**config.mk**
```make
export PLATFORM = sky130hd
export DESIGN_NAME = ptg_front
export DESIGN_NICKNAME = d
export VERILOG_FILES = /design/src/rtl/ptg_pkg.sv /design/src/rtl/ptg_front.sv
export SDC_FILE = /design/constraint.sdc
export NUM_CORES = 1
export LEC_CHECK = 0
export ABC_CLOCK_PERIOD_IN_PS = 3800
export BUFFER_PORTS_ARGS = -buffer_cell sky130_fd_sc_hd__buf_4
export CORE_UTILIZATION = 42
export CTS_CLUSTER_DIAMETER = 80
export CTS_CLUSTER_SIZE = 20
export DETAILED_ROUTE_END_ITERATION = 10
export PLACE_DENSITY = 0.78
export SYNTH_ARGS = -nofsm -noshare
export SYNTH_HDL_FRONTEND = slang
export SYNTH_SLANG_ARGS = --single-unit
```
**constraint.sdc**
```tcl
create_clock -name clk -period 3.8 [get_ports clk]
set_clock_uncertainty 0.1 [all_clocks]
set_input_delay 0.38 -clock clk [delete_from_list [all_inputs] [get_ports clk]]
set_output_delay 0.38 -clock clk [all_outputs]
set_load 0.03 [all_outputs]
```
**src/rtl/ptg_pkg.sv**
```systemverilog
// Shared types, constants and codes of the pairwise threshold game scorer.
package ptg_pkg;

  localparam int MAX_MEMBERS_DEF    = 1024;
  localparam int MAX_DIMENSIONS_DEF = 16;

  localparam int COORD_W = 20;
  localparam int THR_W   = 20;
  localparam int PAY_W   = 16;
  localparam int SCORE_W = 32;
  localparam int CNT_W   = 20;
  localparam int IDX_W   = 10;
  localparam int MREG_W  = 11;
  localparam int DREG_W  = 5;
  localparam int CFG_IDX_W  = 3;
  localparam int CFG_DATA_W = 20;
  localparam int IN_DATA_W  = 32;
  localparam int OUT_DATA_W = 96;

  // Register indexes of the configuration port.
  typedef enum logic [CFG_IDX_W-1:0] {
    REG_GENEROUS = 3'd0,
    REG_STRICT   = 3'd1,
    REG_BENEFIT  = 3'd2,
    REG_COST     = 3'd3,
    REG_MEMBERS  = 3'd4,
    REG_DIMS     = 3'd5
  } reg_idx_t;

  // Operation codes of an input beat.
  typedef enum logic {
    OP_LOAD = 1'b0,
    OP_READ = 1'b1
  } op_t;

  // Kinds of a result beat.
  typedef enum logic {
    KIND_ROUND = 1'b0,
    KIND_READ  = 1'b1
  } kind_t;

  // Command passed from the front end to the scoring engine.
  typedef struct packed {
    op_t              op;
    logic [IDX_W-1:0] idx;
  } cmd_t;

  // Threshold and payoff settings used by the scoring engine.
  typedef struct packed {
    logic [THR_W-1:0] gen_thr;
    logic [THR_W-1:0] str_thr;
    logic [PAY_W-1:0] benefit;
    logic [PAY_W-1:0] cost;
  } game_cfg_t;

endpackage

```
**src/rtl/ptg_front.sv**
```systemverilog
// Input front end: takes beats, tracks the load position and queues commands.
module ptg_front
  import ptg_pkg::*;
#(
  parameter int AW = 14,
  parameter int TW = 15
) (
  input  logic               clk,
  input  logic               rst,
  input  logic               in_valid,
  output logic               in_ready,
  input  op_t                in_op,
  input  logic [COORD_W-1:0] in_coord,
  input  logic               in_generous,
  input  logic [IDX_W-1:0]   in_idx,
  input  logic [TW-1:0]      total,
  input  logic               q_full,
  output logic               q_push,
  output cmd_t               q_cmd,
  input  logic               round_done,
  output logic               wr_en,
  output logic [AW-1:0]      wr_addr,
  output logic [COORD_W:0]   wr_data
);

  logic [TW-1:0] pos;
  logic [TW-1:0] pos_eff;
  logic [TW:0]   pos_inc;
  logic          last;
  logic          round_busy;
  logic          fire;

  // Loads wait while a round is pending, since the round reads the store.
  assign in_ready = !q_full && ((in_op == OP_READ) || !round_busy);
  assign fire     = in_valid && in_ready;

  // A stale position past the end starts a new round.
  assign pos_eff = (pos >= total) ? '0 : pos;
  assign pos_inc = (TW+1)'(pos_eff) + (TW+1)'(1);
  assign last    = (pos_inc >= (TW+1)'(total));

  assign wr_en   = fire && (in_op == OP_LOAD);
  assign wr_addr = pos_eff[AW-1:0];
  assign wr_data = {in_generous, in_coord};

  assign q_push     = fire && ((in_op == OP_READ) || last);
  assign q_cmd.op   = in_op;
  assign q_cmd.idx  = in_idx;

  // Load position and round-pending flag.
  always_ff @(posedge clk) begin
    if (rst) begin
      pos        <= '0;
      round_busy <= 1'b0;
    end else begin
      if (wr_en) begin
        pos <= last ? '0 : pos_inc[TW-1:0];
      end
      if (wr_en && last) begin
        round_busy <= 1'b1;
      end else if (round_done) begin
        round_busy <= 1'b0;
      end
    end
  end

endmodule

```
==> run metrics <==
CP peak stage delay=370 ps; die height=71.0 um; min-delay worst type=in -> reg; post-route setup slack=-17.1 ps; Slew HR=26.1%; asr flop ratio synth=0%; Worst path slowest cell=dfxtp_2; final instance area=2520 sq um; CTS sink count=16; max_cap viols=0; Critical Path RT=3320 ps; Worst R2R End=pos[3]; register area share after synthesis=16.0%; post-route ant nets=0; nets@finish=366; Final Critical Period=3820 ps; CTS Buf Count=3; Synth Flop Type=dfxtp_1; CP delay by family, top=compound AO/OA/AOI/OAI gates; Final Hold Vio Count=0; Post-synth EDFFs=0; Avg Cell Area, Syn=8.00 sq um; later-pin clock latency in the skew report=270 ps; share of layout cells above drive strength 1=41.7%; DR pass1 iterations=9; hold path depth=3; crit end category=output port; FF-to-FF setup slack=240 ps; post-synthesis cell type count=47; Tcrit/Tclk final=100%; Setup violations, final=1; status=complete, but fails checks; origin of the worst min-delay path=round_done; Die Wd=71.0 um; ANT cells=0; RSZ-0062 raised after global routing=yes; routed vias/inst=5.56; initial antenna violation count=0; Post-Place Cell Area=2180 sq um; Core Rows=24; flops & latches, synth=16; crit path buf inv count=3; synthesized net count=332; Achievable Freq=262 MHz; CP cell instances=inv_2, ha_4, nor2b_1, o21ai_1, a21oi_2, o31ai_2, buf_4, nor2_4, ha_4, a2111oi_4, nand2_1, o31a_1, a21oi_2, o21ai_2, o211a_1, buf_6; IO Count=101; PwrDens=164 nW/um^2; largest net degree at the start of global routing=19; Core Region=4470 sq um; # DRC=11; number of DRC markers in iteration 0=125; WP data arrival=3340 ps; Initial Util=44.7%; post-synthesis cell area=2000 sq um; failing checks=DRC, setup timing; H-tree levels=1; die area=5040 sq um; Tot Pwr=0.412 mW; Hold Path Sink=round_busy; Total GRT Usage=18.8%; worst flop-to-flop path startpoint=pos[0]; vias in the first global route=1,758; Worst Path Max Fanout=4; dpl hpwl=3460 um; final core utilization=56.4%; max-slew violation count=0; critical path startpoint category=flip-flop; via count=1,864; slew at the pin closest to its max-slew limit=1100 ps; crit path kind=reg -> out; peak supply drop=137 uV; Area Overhead vs Synth=26.1%; final WL=5040 um; root buffer cell=clkbuf_8; wire length per cell=15.1 um; worst r2r path cells=17; PortBufs=38; Leak=1.24 nW; clk buf depth=2; final hold slack=362 ps; clk slew on worst S/H paths=70 ps; hold_buf cts=0; cells after synthesis=250; global-route wire length before repair=7580 um; Ys Warns=0; GRT overflow=0; gpl congestion=0.855; TritonCTS clock tree=done; Placement Setup Slack=-66.7 ps
==> synthesized netlist by cell type, drive strengths merged, types with 2 or more instances <==
master  count  area, sq um
a211oi      2         27.5
a21oi      13         65.1
a22o        8         70.1
a32oi       2         17.5
and2       14         88.8
and3        2         13.8
buf        35          270
clkbuf      3         12.5
dfxtp      16          320
ha         30          375
inv        19         71.3
nand2      21         81.3
nand2b      2         12.5
nand3       7         35.0
nand4       6         52.6
nor2       22         82.6
nor2b       2         12.5
nor3        2         10.0
nor4        2         27.5
o21ai      10         53.8
o31a        2         17.5
o31ai       5         42.5
xnor2       4         35.0
xor2        9         78.8
==> worst max path at each step <==
stage               startpoint      to  slack, ps  cells past startpoint
detailed placement    total[6]  q_push        -70                     17
global route            pos[0]  q_push       -170                     17
global placement      total[2]  q_push        -40                     17
finish                  pos[0]  q_push        -20                     16
floorplan               pos[0]  q_push         80                     15
CTS                     pos[0]  q_push          2                     17
==> cells in the final DEF, fill, tap and decap left out, drive strengths merged, types with 5 or more instances in the layout <==
cell type | netlist | final
a21oi | 13 | 13
a22o | 8 | 8
and2 | 14 | 14
buf | 35 | 68
dfxtp | 16 | 16
ha | 30 | 30
inv | 19 | 19
nand2 | 21 | 21
nand3 | 7 | 7
nand4 | 6 | 6
nor2 | 22 | 22
o21ai | 10 | 10
o31ai | 5 | 5
xor2 | 9 | 9
==> power breakdown <==
part           internal (mW)  total, mW  switching, mW
clock network         0.0924      0.160         0.0672
logic                 0.0397     0.0834         0.0437
registers              0.168      0.169       0.000957
==> repair_timing <==
item | in CTS | in global routing
setup endpoints to repair | 1 | 15
buffers inserted | 11 | 3
pin swaps | 2 | 11
hold endpoints to repair | 0 | 0
resized for setup | 12 | 35
==> cell families after synthesis <==
kind of cell / synth area share (%)
adder cells (fa/ha/maj): 18.8
buffers and inverters: 18.1
multiplexers: 0.500
AO/OA/AOI/OAI: 18.4
XOR/XNOR: 5.69
flip-flops: 16.0
AND/OR/NAND/NOR: 22.5
==> layout make-up <==
cell class                      instances  area (sq um)
Sequential cell                        16           329
Tap cell                               52          65.1
Timing Repair Buffer                   68           531
Multi-Input combinational cell        176          1470
Fill cell                             377          1950
Inverter                               19          71.3
Clock buffer                            4          55.1
==> worst reg2reg max path, stage by stage, from the launching register on <==
cell	delay [ps]
dfxtp_2	370
inv_2	70
ha_4	260
nor2b_1	40
o21ai_1	170
a21oi_2	110
o31ai_2	230
buf_4	200
nor2_4	50
ha_4	250
a2111oi_4	340
nand2_1	110
o31a_1	320
buf_4	150
a211oi_4	280
buf_4	190
a31oi_1	80
mux2i_1	180
==> per-layer routing <==
| layer | vias to the layer above | GRT usage, % | part of all wire, % |
|---|---|---|---|
| met3 | 21 | 3.56 | 5.9 |
| met5 | - | 0 | 0 |
| met2 | 64 | 33.9 | 49 |
| met4 | 0 | 7.78 | 3.6 |
| li1 | 905 | - | - |
| met1 | 874 | 21.7 | 42 |
==> state kept, by name, indices dropped and copies added (netlist names) <==
| name | cells |
|---|---|
| pos | 15 |
| round_busy | 1 |
==> through the flow <==
| stage | TNS, ps | cells |
|---|---|---|
| floorplan | 0 | 250 |
| global placement | -37.1 | 317 |
| detailed placement | -66.7 | 317 |
| CTS | 0 | 332 |
| global route | -172 | 335 |
| finish | -17.1 | 335 |
No activity file was read; power rests on OpenSTA's default activity.
