### config.mk
export PLATFORM = sky130hd
export DESIGN_NAME = ptg_queue
export DESIGN_NICKNAME = d
export VERILOG_FILES = /design/src/rtl/ptg_pkg.sv /design/src/rtl/ptg_queue.sv
export SDC_FILE = /design/constraint.sdc
export NUM_CORES = 1
export LEC_CHECK = 0
export BUFFER_PORTS_ARGS = -buffer_cell sky130_fd_sc_hd__buf_2
export CAP_MARGIN = 25
export CORE_ASPECT_RATIO = 0.9
export CORE_MARGIN = 10
export CORE_UTILIZATION = 35
export CTS_BUF_LIST = sky130_fd_sc_hd__clkbuf_16
export DETAILED_ROUTE_END_ITERATION = 8
export SLEW_MARGIN = 20
export SYNTH_ARGS = -nofsm -noshare
export SYNTH_HDL_FRONTEND = slang
export SYNTH_SLANG_ARGS = --single-unit
export TNS_END_PERCENT = 50
### constraint.sdc
create_clock -name clk -period 3.4 [get_ports clk]
set_input_delay 0.34 -clock clk [delete_from_list [all_inputs] [get_ports clk]]
set_output_delay 0.34 -clock clk [all_outputs]
set_load 0.01 [all_outputs]
### src/rtl/ptg_pkg.sv
// Shared types, constants and codes of the pairwise threshold game scorer.
package ptg_pkg;

  localparam int MAX_MEMBERS_DEF    = 1024;
  localparam int MAX_DIMENSIONS_DEF = 16;

  localparam int COORD_W = 20;
  localparam int THR_W   = 20;
  localparam int PAY_W   = 16;
  localparam int SCORE_W = 32;
  localparam int CNT_W   = 20;
  localparam int IDX_W   = 10;
  localparam int MREG_W  = 11;
  localparam int DREG_W  = 5;
  localparam int CFG_IDX_W  = 3;
  localparam int CFG_DATA_W = 20;
  localparam int IN_DATA_W  = 32;
  localparam int OUT_DATA_W = 96;

  // Register indexes of the configuration port.
  typedef enum logic [CFG_IDX_W-1:0] {
    REG_GENEROUS = 3'd0,
    REG_STRICT   = 3'd1,
    REG_BENEFIT  = 3'd2,
    REG_COST     = 3'd3,
    REG_MEMBERS  = 3'd4,
    REG_DIMS     = 3'd5
  } reg_idx_t;

  // Operation codes of an input beat.
  typedef enum logic {
    OP_LOAD = 1'b0,
    OP_READ = 1'b1
  } op_t;

  // Kinds of a result beat.
  typedef enum logic {
    KIND_ROUND = 1'b0,
    KIND_READ  = 1'b1
  } kind_t;

  // Command passed from the front end to the scoring engine.
  typedef struct packed {
    op_t              op;
    logic [IDX_W-1:0] idx;
  } cmd_t;

  // Threshold and payoff settings used by the scoring engine.
  typedef struct packed {
    logic [THR_W-1:0] gen_thr;
    logic [THR_W-1:0] str_thr;
    logic [PAY_W-1:0] benefit;
    logic [PAY_W-1:0] cost;
  } game_cfg_t;

endpackage

### src/rtl/ptg_queue.sv
// Two-entry command queue between the front end and the scoring engine.
module ptg_queue
  import ptg_pkg::*;
(
  input  logic clk,
  input  logic rst,
  input  logic push,
  input  cmd_t push_cmd,
  input  logic pop,
  output cmd_t head,
  output logic full,
  output logic empty
);

  cmd_t       slot [2];
  logic       wr_ptr;
  logic       rd_ptr;
  logic [1:0] count;

  assign head  = slot[rd_ptr];
  assign full  = (count == 2'd2);
  assign empty = (count == 2'd0);

  // Storage needs no reset; pointers and count do.
  always_ff @(posedge clk) begin
    if (push) begin
      slot[wr_ptr] <= push_cmd;
    end
  end

  always_ff @(posedge clk) begin
    if (rst) begin
      wr_ptr <= 1'b0;
      rd_ptr <= 1'b0;
      count  <= 2'd0;
    end else begin
      if (push) begin
        wr_ptr <= ~wr_ptr;
      end
      if (pop) begin
        rd_ptr <= ~rd_ptr;
      end
      count <= 2'(count + 2'(push) - 2'(pop));
    end
  end

endmodule

==> impl_metrics.toml, run 1 <==
[run_status]
status = "completed"

[timing]
period_share_pct = 52.1
post-route-min-period_ns = 1.77
worst_slew_margin_rel_pct = 63.2
grt_setup_unrepaired = "no"
fin_skew_ns = 0.00326
setup_viol = 0
slew_viol_final = 0
tightest_slew_ns = 0.552
hold_violations = 0
setup_slack_ns = 1.63
max_freq_mhz = 564
tns_ns = 0
hold-worst-slack_ns = 0.270

[floorplanning]
die_y_um = 70.9
rows = 18
dieArea_um2 = 5430
start_util_pct = 36.7
die_x_um = 76.6
io_pins = 28
coreArea_um2 = 2750

[clocking]
cts_buffer_depth = 2
root_buffer = "clkbuf_16"
post_cts_resized = 0
clk_pin_slew_ns = 0.06
cts_setup_buffers = 0
cts_buffers = 3
cts_max_level = 1
ctsHoldBuffers = 0
worstSkewPairLatency_ns = 0.25
cts_tree = "done"
cts.sinks = 27

[synthesis]
ys_warn_count = 0
yosysTopAreaCell = "edfxtp_1"
synth_top_cell_area_share_pct = 65.5
ys_ff_latch = 27
ys_seq_area_share_pct = 75.4
synthTopCellsByArea = "edfxtp_1, mux2_2, dfxtp_1"
synth.avg_cell_area_um2 = 18.3
syn_area_um2 = 1010
yosysUniqueCellTypes = 11
syn_nets = 72
synthCells = 55

[route]
ant_nets = 0
vias_per_cell = 4.33
finalWirelength_mm = 1.76
top_layer = "met4"
wl_met3_um = 93
drt_iter0_drc = 25
firstDrtPassIters = 4
post_drt_wl_per_cell_um = 13.9
wl_met2_um = 836
met1_length_um = 816
vias = 545
drcViolationCount = 0

[grt]
grt_pass1_vias = 666
grt_use_total_pct = 6.46
grt_max_degree = 15
grt_pass1_wl_mm = 2.83
antenna_found_initial = 0
grt-ovfl-total = 0

[setup_path]
crit_fanout = 11
path_class = "flip-flop to primary output"
worstPathRequired_ns = 3.06
endpoint_kind = "primary output"
critPathArrivalTime_ns = 1.43
rr_worst_depth = 1
cp-start-kind = "flip-flop"

[placement]
dpl_cell_area_um2 = 1190
dp_hpwl_mm = 1.31
pre_cts_ws_ns = 1.74
dp_cells = 121
io_buffer_count = 27
gp_congestion = 0.651

[power]
switching_share_pct = 20.7
p_leak_nw = 0.502
comb_power_share_pct = 13.2
ir_drop_mv = 0.264
pwr-share-clk_pct = 33.7
power.internal_mw = 0.596
p_per_area_nw_per_um2 = 591
p_seq_share_pct = 53.1
switchingPower_mw = 0.156
p_total_mw = 0.752

[cells_and_area]
fin_nets = 104
n_antenna_cell = 0
mostFrequentLayoutCells = "buf_2, edfxtp_1, mux2_2"
design_area_um2 = 1270
layoutNonFillerInstCount = 126
layout-drive-gt1-share_pct = 48.8
area_growth_syn_to_layout_pct = 26.2
final_common_cell = "buf_2"
post-route-util_pct = 46.3

[hold_path]
hold_depth = 1
hp-class = "input port to flip-flop"

[flow_run]
cap_violations = 0
==> area by class of cell <==
cell class | count | area, µm²
clock inverters | 1 | 3.75
clock buffers | 3 | 75.1
repair buffers | 28 | 143
well taps | 40 | 50.0
inverters | 2 | 7.51
flip-flops and latches | 27 | 761
multi-input cells | 25 | 233
fillers | 274 | 1480
==> cells in the mapped netlist (all sizes together) <==
library cell	number
nor2	5
mux2	11
xnor2	2
nor2b	3
xnor3	1
dfxtp	5
edfxtp	22
and2	1
inv	2
buf	1
ha	2
==> flip-flops by register name, indices dropped and copies added (netlist names), named ones only <==
| signal | flops |
|---|---|
| rd_ptr | 1 |
| slot | 22 |
| wr_ptr | 1 |
| count | 2 |
==> critical path: stages (launching register included) <==
cell and delay (ns):
dfxtp_1 0.63, mux2_2 0.40, buf_2 0.14
==> power groups by stage <==
| stage | clock network (mW) | logic (mW) | registers, mW |
|---|---|---|---|
| 4_1_cts | 0.260 | 0.101 | 0.400 |
| 5_1_grt | 0.273 | 0.110 | 0.402 |
| 3_5_place_dp | 0 | 0.0999 | 0.407 |
| 2_1_floorplan | 0 | 0.0664 | 0.399 |
| 3_3_place_gp | 0 | 0.0989 | 0.405 |
| 6_report | 0.254 | 0.0989 | 0.399 |
==> worst paths after layout <==
| path | startpoint | to | slack, ns |
|---|---|---|---|
| worst max-delay path | flip-flop | head[4] | 1.63 |
| worst min-delay path | push_cmd[4] | slot[1][4] | 0.27 |
| worst max register to register | wr_ptr | slot[1][1] | 2.18 |
| worst min register to register | rd_ptr | rd_ptr | 0.51 |
==> logic make-up after synthesis <==
group | after synthesis | share of synthesized area [%]
XOR/XNOR | 3 | 3.97
AND/OR/NAND/NOR | 9 | 4.34
buffers and inverters | 3 | 1.49
flip-flops | 27 | 75.4
multiplexers | 11 | 12.3
adder cells (fa/ha/maj) | 2 | 2.48
==> per-layer routing <==
metal  vias to the layer above  track usage [%]
li1                        264                -
met1                       261             7.05
met2                        18             10.9
met3                         2             2.40
met4                         0             3.09
met5                         -                0
Note: power is estimated with default switching activity, not from simulation.
==> run 2: changes to the inputs <==
==> constraint.sdc (replaced) <==
create_clock -name clk -period 1.4 [get_ports clk]
set_input_delay 0.14 -clock clk [delete_from_list [all_inputs] [get_ports clk]]
set_output_delay 0.14 -clock clk [all_outputs]
set_load 0.01 [all_outputs]
==> run 2 against run 1 <==
Effect of this change:
- via count is 0.18% higher
- sequential power is 140% higher
- clock power is 150% higher
- routed wire length is 4.6% lower
- final area is 2.4% higher
- critical path depth is 1 higher
- combinational power grew to 2.7 times the previous value
==> impl_metrics.toml, run 2 (synthesized netlist as in run 1, its figures left out) <==
[run_status]
status = "completed"

[clocking]
cts_max_level = 1
cts_buffers = 3
worstSkewPairLatency_ns = 0.25
root_buffer = "clkbuf_16"
ctsHoldBuffers = 0
cts_buffer_depth = 2
cts.sinks = 27
cts_tree = "done"
clk_pin_slew_ns = 0.06
cts_setup_buffers = 0
post_cts_resized = 0

[timing]
post-route-min-period_ns = 1.36
hold_violations = 0
worst_slew_margin_rel_pct = 88.8
setup_viol = 0
period_share_pct = 97.1
grt_setup_unrepaired = "no"
fin_skew_ns = 0.000969
tightest_slew_ns = 0.167
slew_viol_final = 0
hold-worst-slack_ns = 0.0721
max_freq_mhz = 736
setup_slack_ns = 0.0404
tns_ns = 0

[cells_and_area]
final_common_cell = "buf_2"
design_area_um2 = 1300
fin_nets = 107
n_antenna_cell = 0
area_growth_syn_to_layout_pct = 29.2
mostFrequentLayoutCells = "buf_2, edfxtp_1, mux2_2"
top_regs = "slot (22), count (2)"
layout-drive-gt1-share_pct = 51.7
largest_reg_flops = 22
fill_cells = 271
regMostFlops = "slot"

[power]
pwr-share-clk_pct = 33.8
power.internal_mw = 1.47
switching_share_pct = 20.8
p_per_area_nw_per_um2 = 1420
p_seq_share_pct = 51.8
comb_power_share_pct = 14.4
switchingPower_mw = 0.385
ir_drop_mv = 0.920
p_total_mw = 1.85
p_leak_nw = 0.514

[setup_path]
worstPathRequired_ns = 1.26
worstPathCellList = "buf_6 -> mux2_2 -> buf_2"
path_class = "flip-flop to primary output"
reg2reg_setup_slack_ns = 0.19
crit_fanout = 7
critPathArrivalTime_ns = 1.22
endpoint_kind = "primary output"
slowest_delay_ns = 0.35
cp_slowest_cell = "dfxtp_1"
cp-start-kind = "flip-flop"

[flow_run]
cap_violations = 0

[grt]
grt_pass1_vias = 617
grt_use_total_pct = 6.30
antenna_found_initial = 0
grt_max_degree = 17
grt_pass1_wl_mm = 2.72
grt-ovfl-total = 0

[route]
firstDrtPassIters = 2
post_drt_wl_per_cell_um = 13.0
finalWirelength_mm = 1.68
drt_iter0_drc = 6
drcViolationCount = 0
ant_nets = 0
vias = 546
vias_per_cell = 4.23

[hold_path]
hp-class = "input port to flip-flop"

[placement]
pre_cts_ws_ns = 0.184
dpl_cell_area_um2 = 1220
dp_hpwl_mm = 1.29
io_buffer_count = 27
gp_congestion = 0.636

[floorplanning]
io_pins = 28
rows = 18
die_y_um = 70.9
start_util_pct = 36.7
die_x_um = 76.6
coreArea_um2 = 2750
dieArea_um2 = 5430
[run 2: cell types whose count changed in the layout (fill, tap and decap cells not counted)]
cell / change
buf_4: +3
buf_6: +1
inv_1: -1
clkinvlp_4: +1
clkbuf_4: -1
[run 2: cell type report]
class / instances / area [µm²] / share of cell area [%]
flip-flops and latches: 27 / 761 / 58.4
multi-input cells: 25 / 233 / 17.9
repair buffers: 31 / 169 / 13.0
clock buffers: 3 / 75.1 / 5.76
well taps: 40 / 50.0 / 3.84
clock inverters: 1 / 7.51 / 0.576
inverters: 2 / 7.51 / 0.576
[run 2: critical path, delay by kind of cell, from the launching register on]
| family | cells | cell delay [ns] |
|---|---|---|
| DFF | 1 | 0.35 |
| buffers and inverters | 2 | 0.28 |
| muxes | 1 | 0.33 |
[run 2: through the flow]
step / instances / util, %
2_1_floorplan: 55 / -
3_3_place_gp: 125 / 44.3
3_5_place_dp: 125 / 44.3
4_1_cts: 129 / 47.3
5_1_grt: 129 / 47.4
6_report: 129 / 47.4
[run 2: final timing paths]
kind	from	endpoint	cells past startpoint
hold / removal	push_cmd[10]	slot[0][10]	1
setup / recovery	flip-flop	head[7]	3
setup reg to reg	count[0]	count[1]	6
hold reg to reg	rd_ptr	flip-flop	2
[run 2: power groups by stage]
stage                     Clock [mW]  Sequential [mW]  Combinational [mW]
final                          0.625            0.958               0.267
after global routing           0.675            0.966               0.297
after CTS                      0.648            0.958               0.273
after detailed placement           0            0.975               0.272
after global placement             0            0.971               0.265
after floorplan                    0            0.970               0.161
[run 2: metal layers]
metal | global-route usage [%] | vias to the layer above | wire length (µm)
li1 | - | 268 | -
met1 | 6.24 | 258 | 724
met2 | 10.7 | 20 | 789
met3 | 4.55 | 0 | 163
met4 | 1.24 | 0 | 0
met5 | 0 | - | 0
==> run 3: changes to the inputs <==
--- a/config.mk
+++ b/config.mk
@@ -12,6 +12,7 @@
 export CORE_UTILIZATION = 35
 export CTS_BUF_LIST = sky130_fd_sc_hd__clkbuf_16
 export DETAILED_ROUTE_END_ITERATION = 8
+export RECOVER_POWER = 100
 export SLEW_MARGIN = 20
 export SYNTH_ARGS = -nofsm -noshare
 export SYNTH_HDL_FRONTEND = slang
==> run 3 against run 2 <==
Effect of this change:
- fmax shrank 0.11%
- clock power grew 0.6%
- routed wire length shrank 1.8%
- sequential cell count is the same
- critical path type unchanged
- largest cell class unchanged
- largest power group unchanged
==> impl_metrics.toml, run 3 (synthesized netlist as in run 1, its figures left out) <==
[placement]
gp_congestion = 0.636
dpl_cell_area_um2 = 1220
pre_cts_ws_ns = 0.184
dp_hpwl_mm = 1.29
io_buffer_count = 27

[hold_path]
hp-start = "push_cmd[10]"
hp-class = "input port to flip-flop"

[route]
finalWirelength_mm = 1.65
ant_nets = 0
firstDrtPassIters = 2
vias = 544
drcViolationCount = 0
drt_iter0_drc = 20
post_drt_wl_per_cell_um = 12.8
vias_per_cell = 4.22

[power]
switchingPower_mw = 0.388
ir_drop_mv = 0.912
p_per_area_nw_per_um2 = 1430
pwr-share-clk_pct = 34.1
switching_share_pct = 21.0
p_seq_share_pct = 51.9
comb_power_share_pct = 14.0
power.internal_mw = 1.46
p_leak_nw = 0.501

[clocking]
cts.sinks = 27
clk_pin_slew_ns = 0.06
root_buffer = "clkbuf_16"
worstSkewPairLatency_ns = 0.25
cts_max_level = 1
cts_buffer_depth = 2
cts_buffers = 3
cts_setup_buffers = 0
cts_tree = "done"

[grt]
grt_pass1_wl_mm = 2.72
grt_pass1_vias = 617
grt_use_total_pct = 6.30
grt-ovfl-total = 0
grt_max_degree = 17
antenna_found_initial = 0

[setup_path]
worstPathRequired_ns = 1.26
cp-endpoint = "head[7]"
reg2reg_to = "count[1]"
rr_worst_depth = 6
endpoint_kind = "primary output"
critPathArrivalTime_ns = 1.22
cp-start-kind = "flip-flop"
path_class = "flip-flop to primary output"
r2r-start = "count[0]"
reg2reg_setup_slack_ns = 0.19
crit_fanout = 7

[timing]
setup_slack_ns = 0.0389
grt_setup_unrepaired = "no"
fin_skew_ns = 0.00171
max_freq_mhz = 735
post-route-min-period_ns = 1.36
tns_ns = 0
tightest_slew_ns = 0.302
period_share_pct = 97.2
hold-worst-slack_ns = 0.0719
slew_viol_final = 0
worst_slew_margin_rel_pct = 79.9
hold_violations = 0
setup_viol = 0

[floorplanning]
coreArea_um2 = 2750
die_y_um = 70.9
io_pins = 28
dieArea_um2 = 5430
rows = 18
start_util_pct = 36.7
die_x_um = 76.6

[cells_and_area]
post-route-util_pct = 47.0
largest_reg_flops = 22
design_area_um2 = 1290
final_common_cell = "edfxtp_1"
fill_cells = 276
fin_nets = 107
regMostFlops = "slot"
n_antenna_cell = 0
area_growth_syn_to_layout_pct = 28.2
top_regs = "slot (22), count (2)"
mostFrequentLayoutCells = "edfxtp_1, buf_2, mux2_2"
layout-drive-gt1-share_pct = 47.2

[run_status]
status = "completed"

[flow_run]
cap_violations = 0
[run 3: worst max-delay path: stages, from the launching register on]
cell and delay, ns:
dfxtp_1 0.35, buf_6 0.14, mux2_2 0.33, buf_2 0.14
[run 3: how the worst min path moves through the flow]
stage	to	depth (start not counted)
4_1_cts	slot[1][9]	1
6_report	slot[0][10]	1
3_5_place_dp	slot[1][0]	1
5_1_grt	slot[1][8]	1
2_1_floorplan	count[0]	1
3_3_place_gp	slot[1][7]	1
[run 3: power by group through the flow]
stage	combinational, mW	sequential (mW)	clock [mW]
after floorplan	0.161	0.970	0
after global placement	0.265	0.971	0
after detailed placement	0.272	0.975	0
after CTS	0.273	0.958	0.648
after global routing	0.288	0.966	0.675
final	0.259	0.958	0.629
[run 3: final cells by class]
type	instances	area (µm²)	share of cell area (%)
tap	40	50.0	3.87
clock inverter	1	7.51	0.581
inverter	2	7.51	0.581
clock buffer	3	75.1	5.81
multi-input combinational	25	233	18.0
sequential	27	761	58.9
timing repair buffer	31	159	12.3
[run 3: per-layer routing]
metal  part of all wire [%]  routed length [µm]  track usage [%]  vias up
met2                     46                 761             10.7       20
met1                     44                 724             6.24      256
met5                      0                   0                0        -
met4                      0                   0             1.24        0
met3                    9.7                 160             4.55        0
li1                       -                   -                -      268
[run 3: what timing repair did]
item / CTS / global route
endpoints found under the setup margin: 0 / 7
resized for setup: 0 / 1
hold buffers: 0 / 0
[run 3: stage by stage]
| step | total power, mW | cells |
|---|---|---|
| global placement | 1.24 | 125 |
| CTS | 1.88 | 129 |
| floorplan | 1.13 | 55 |
| global route | 1.93 | 129 |
| detailed placement | 1.25 | 125 |
| finish | 1.85 | 129 |
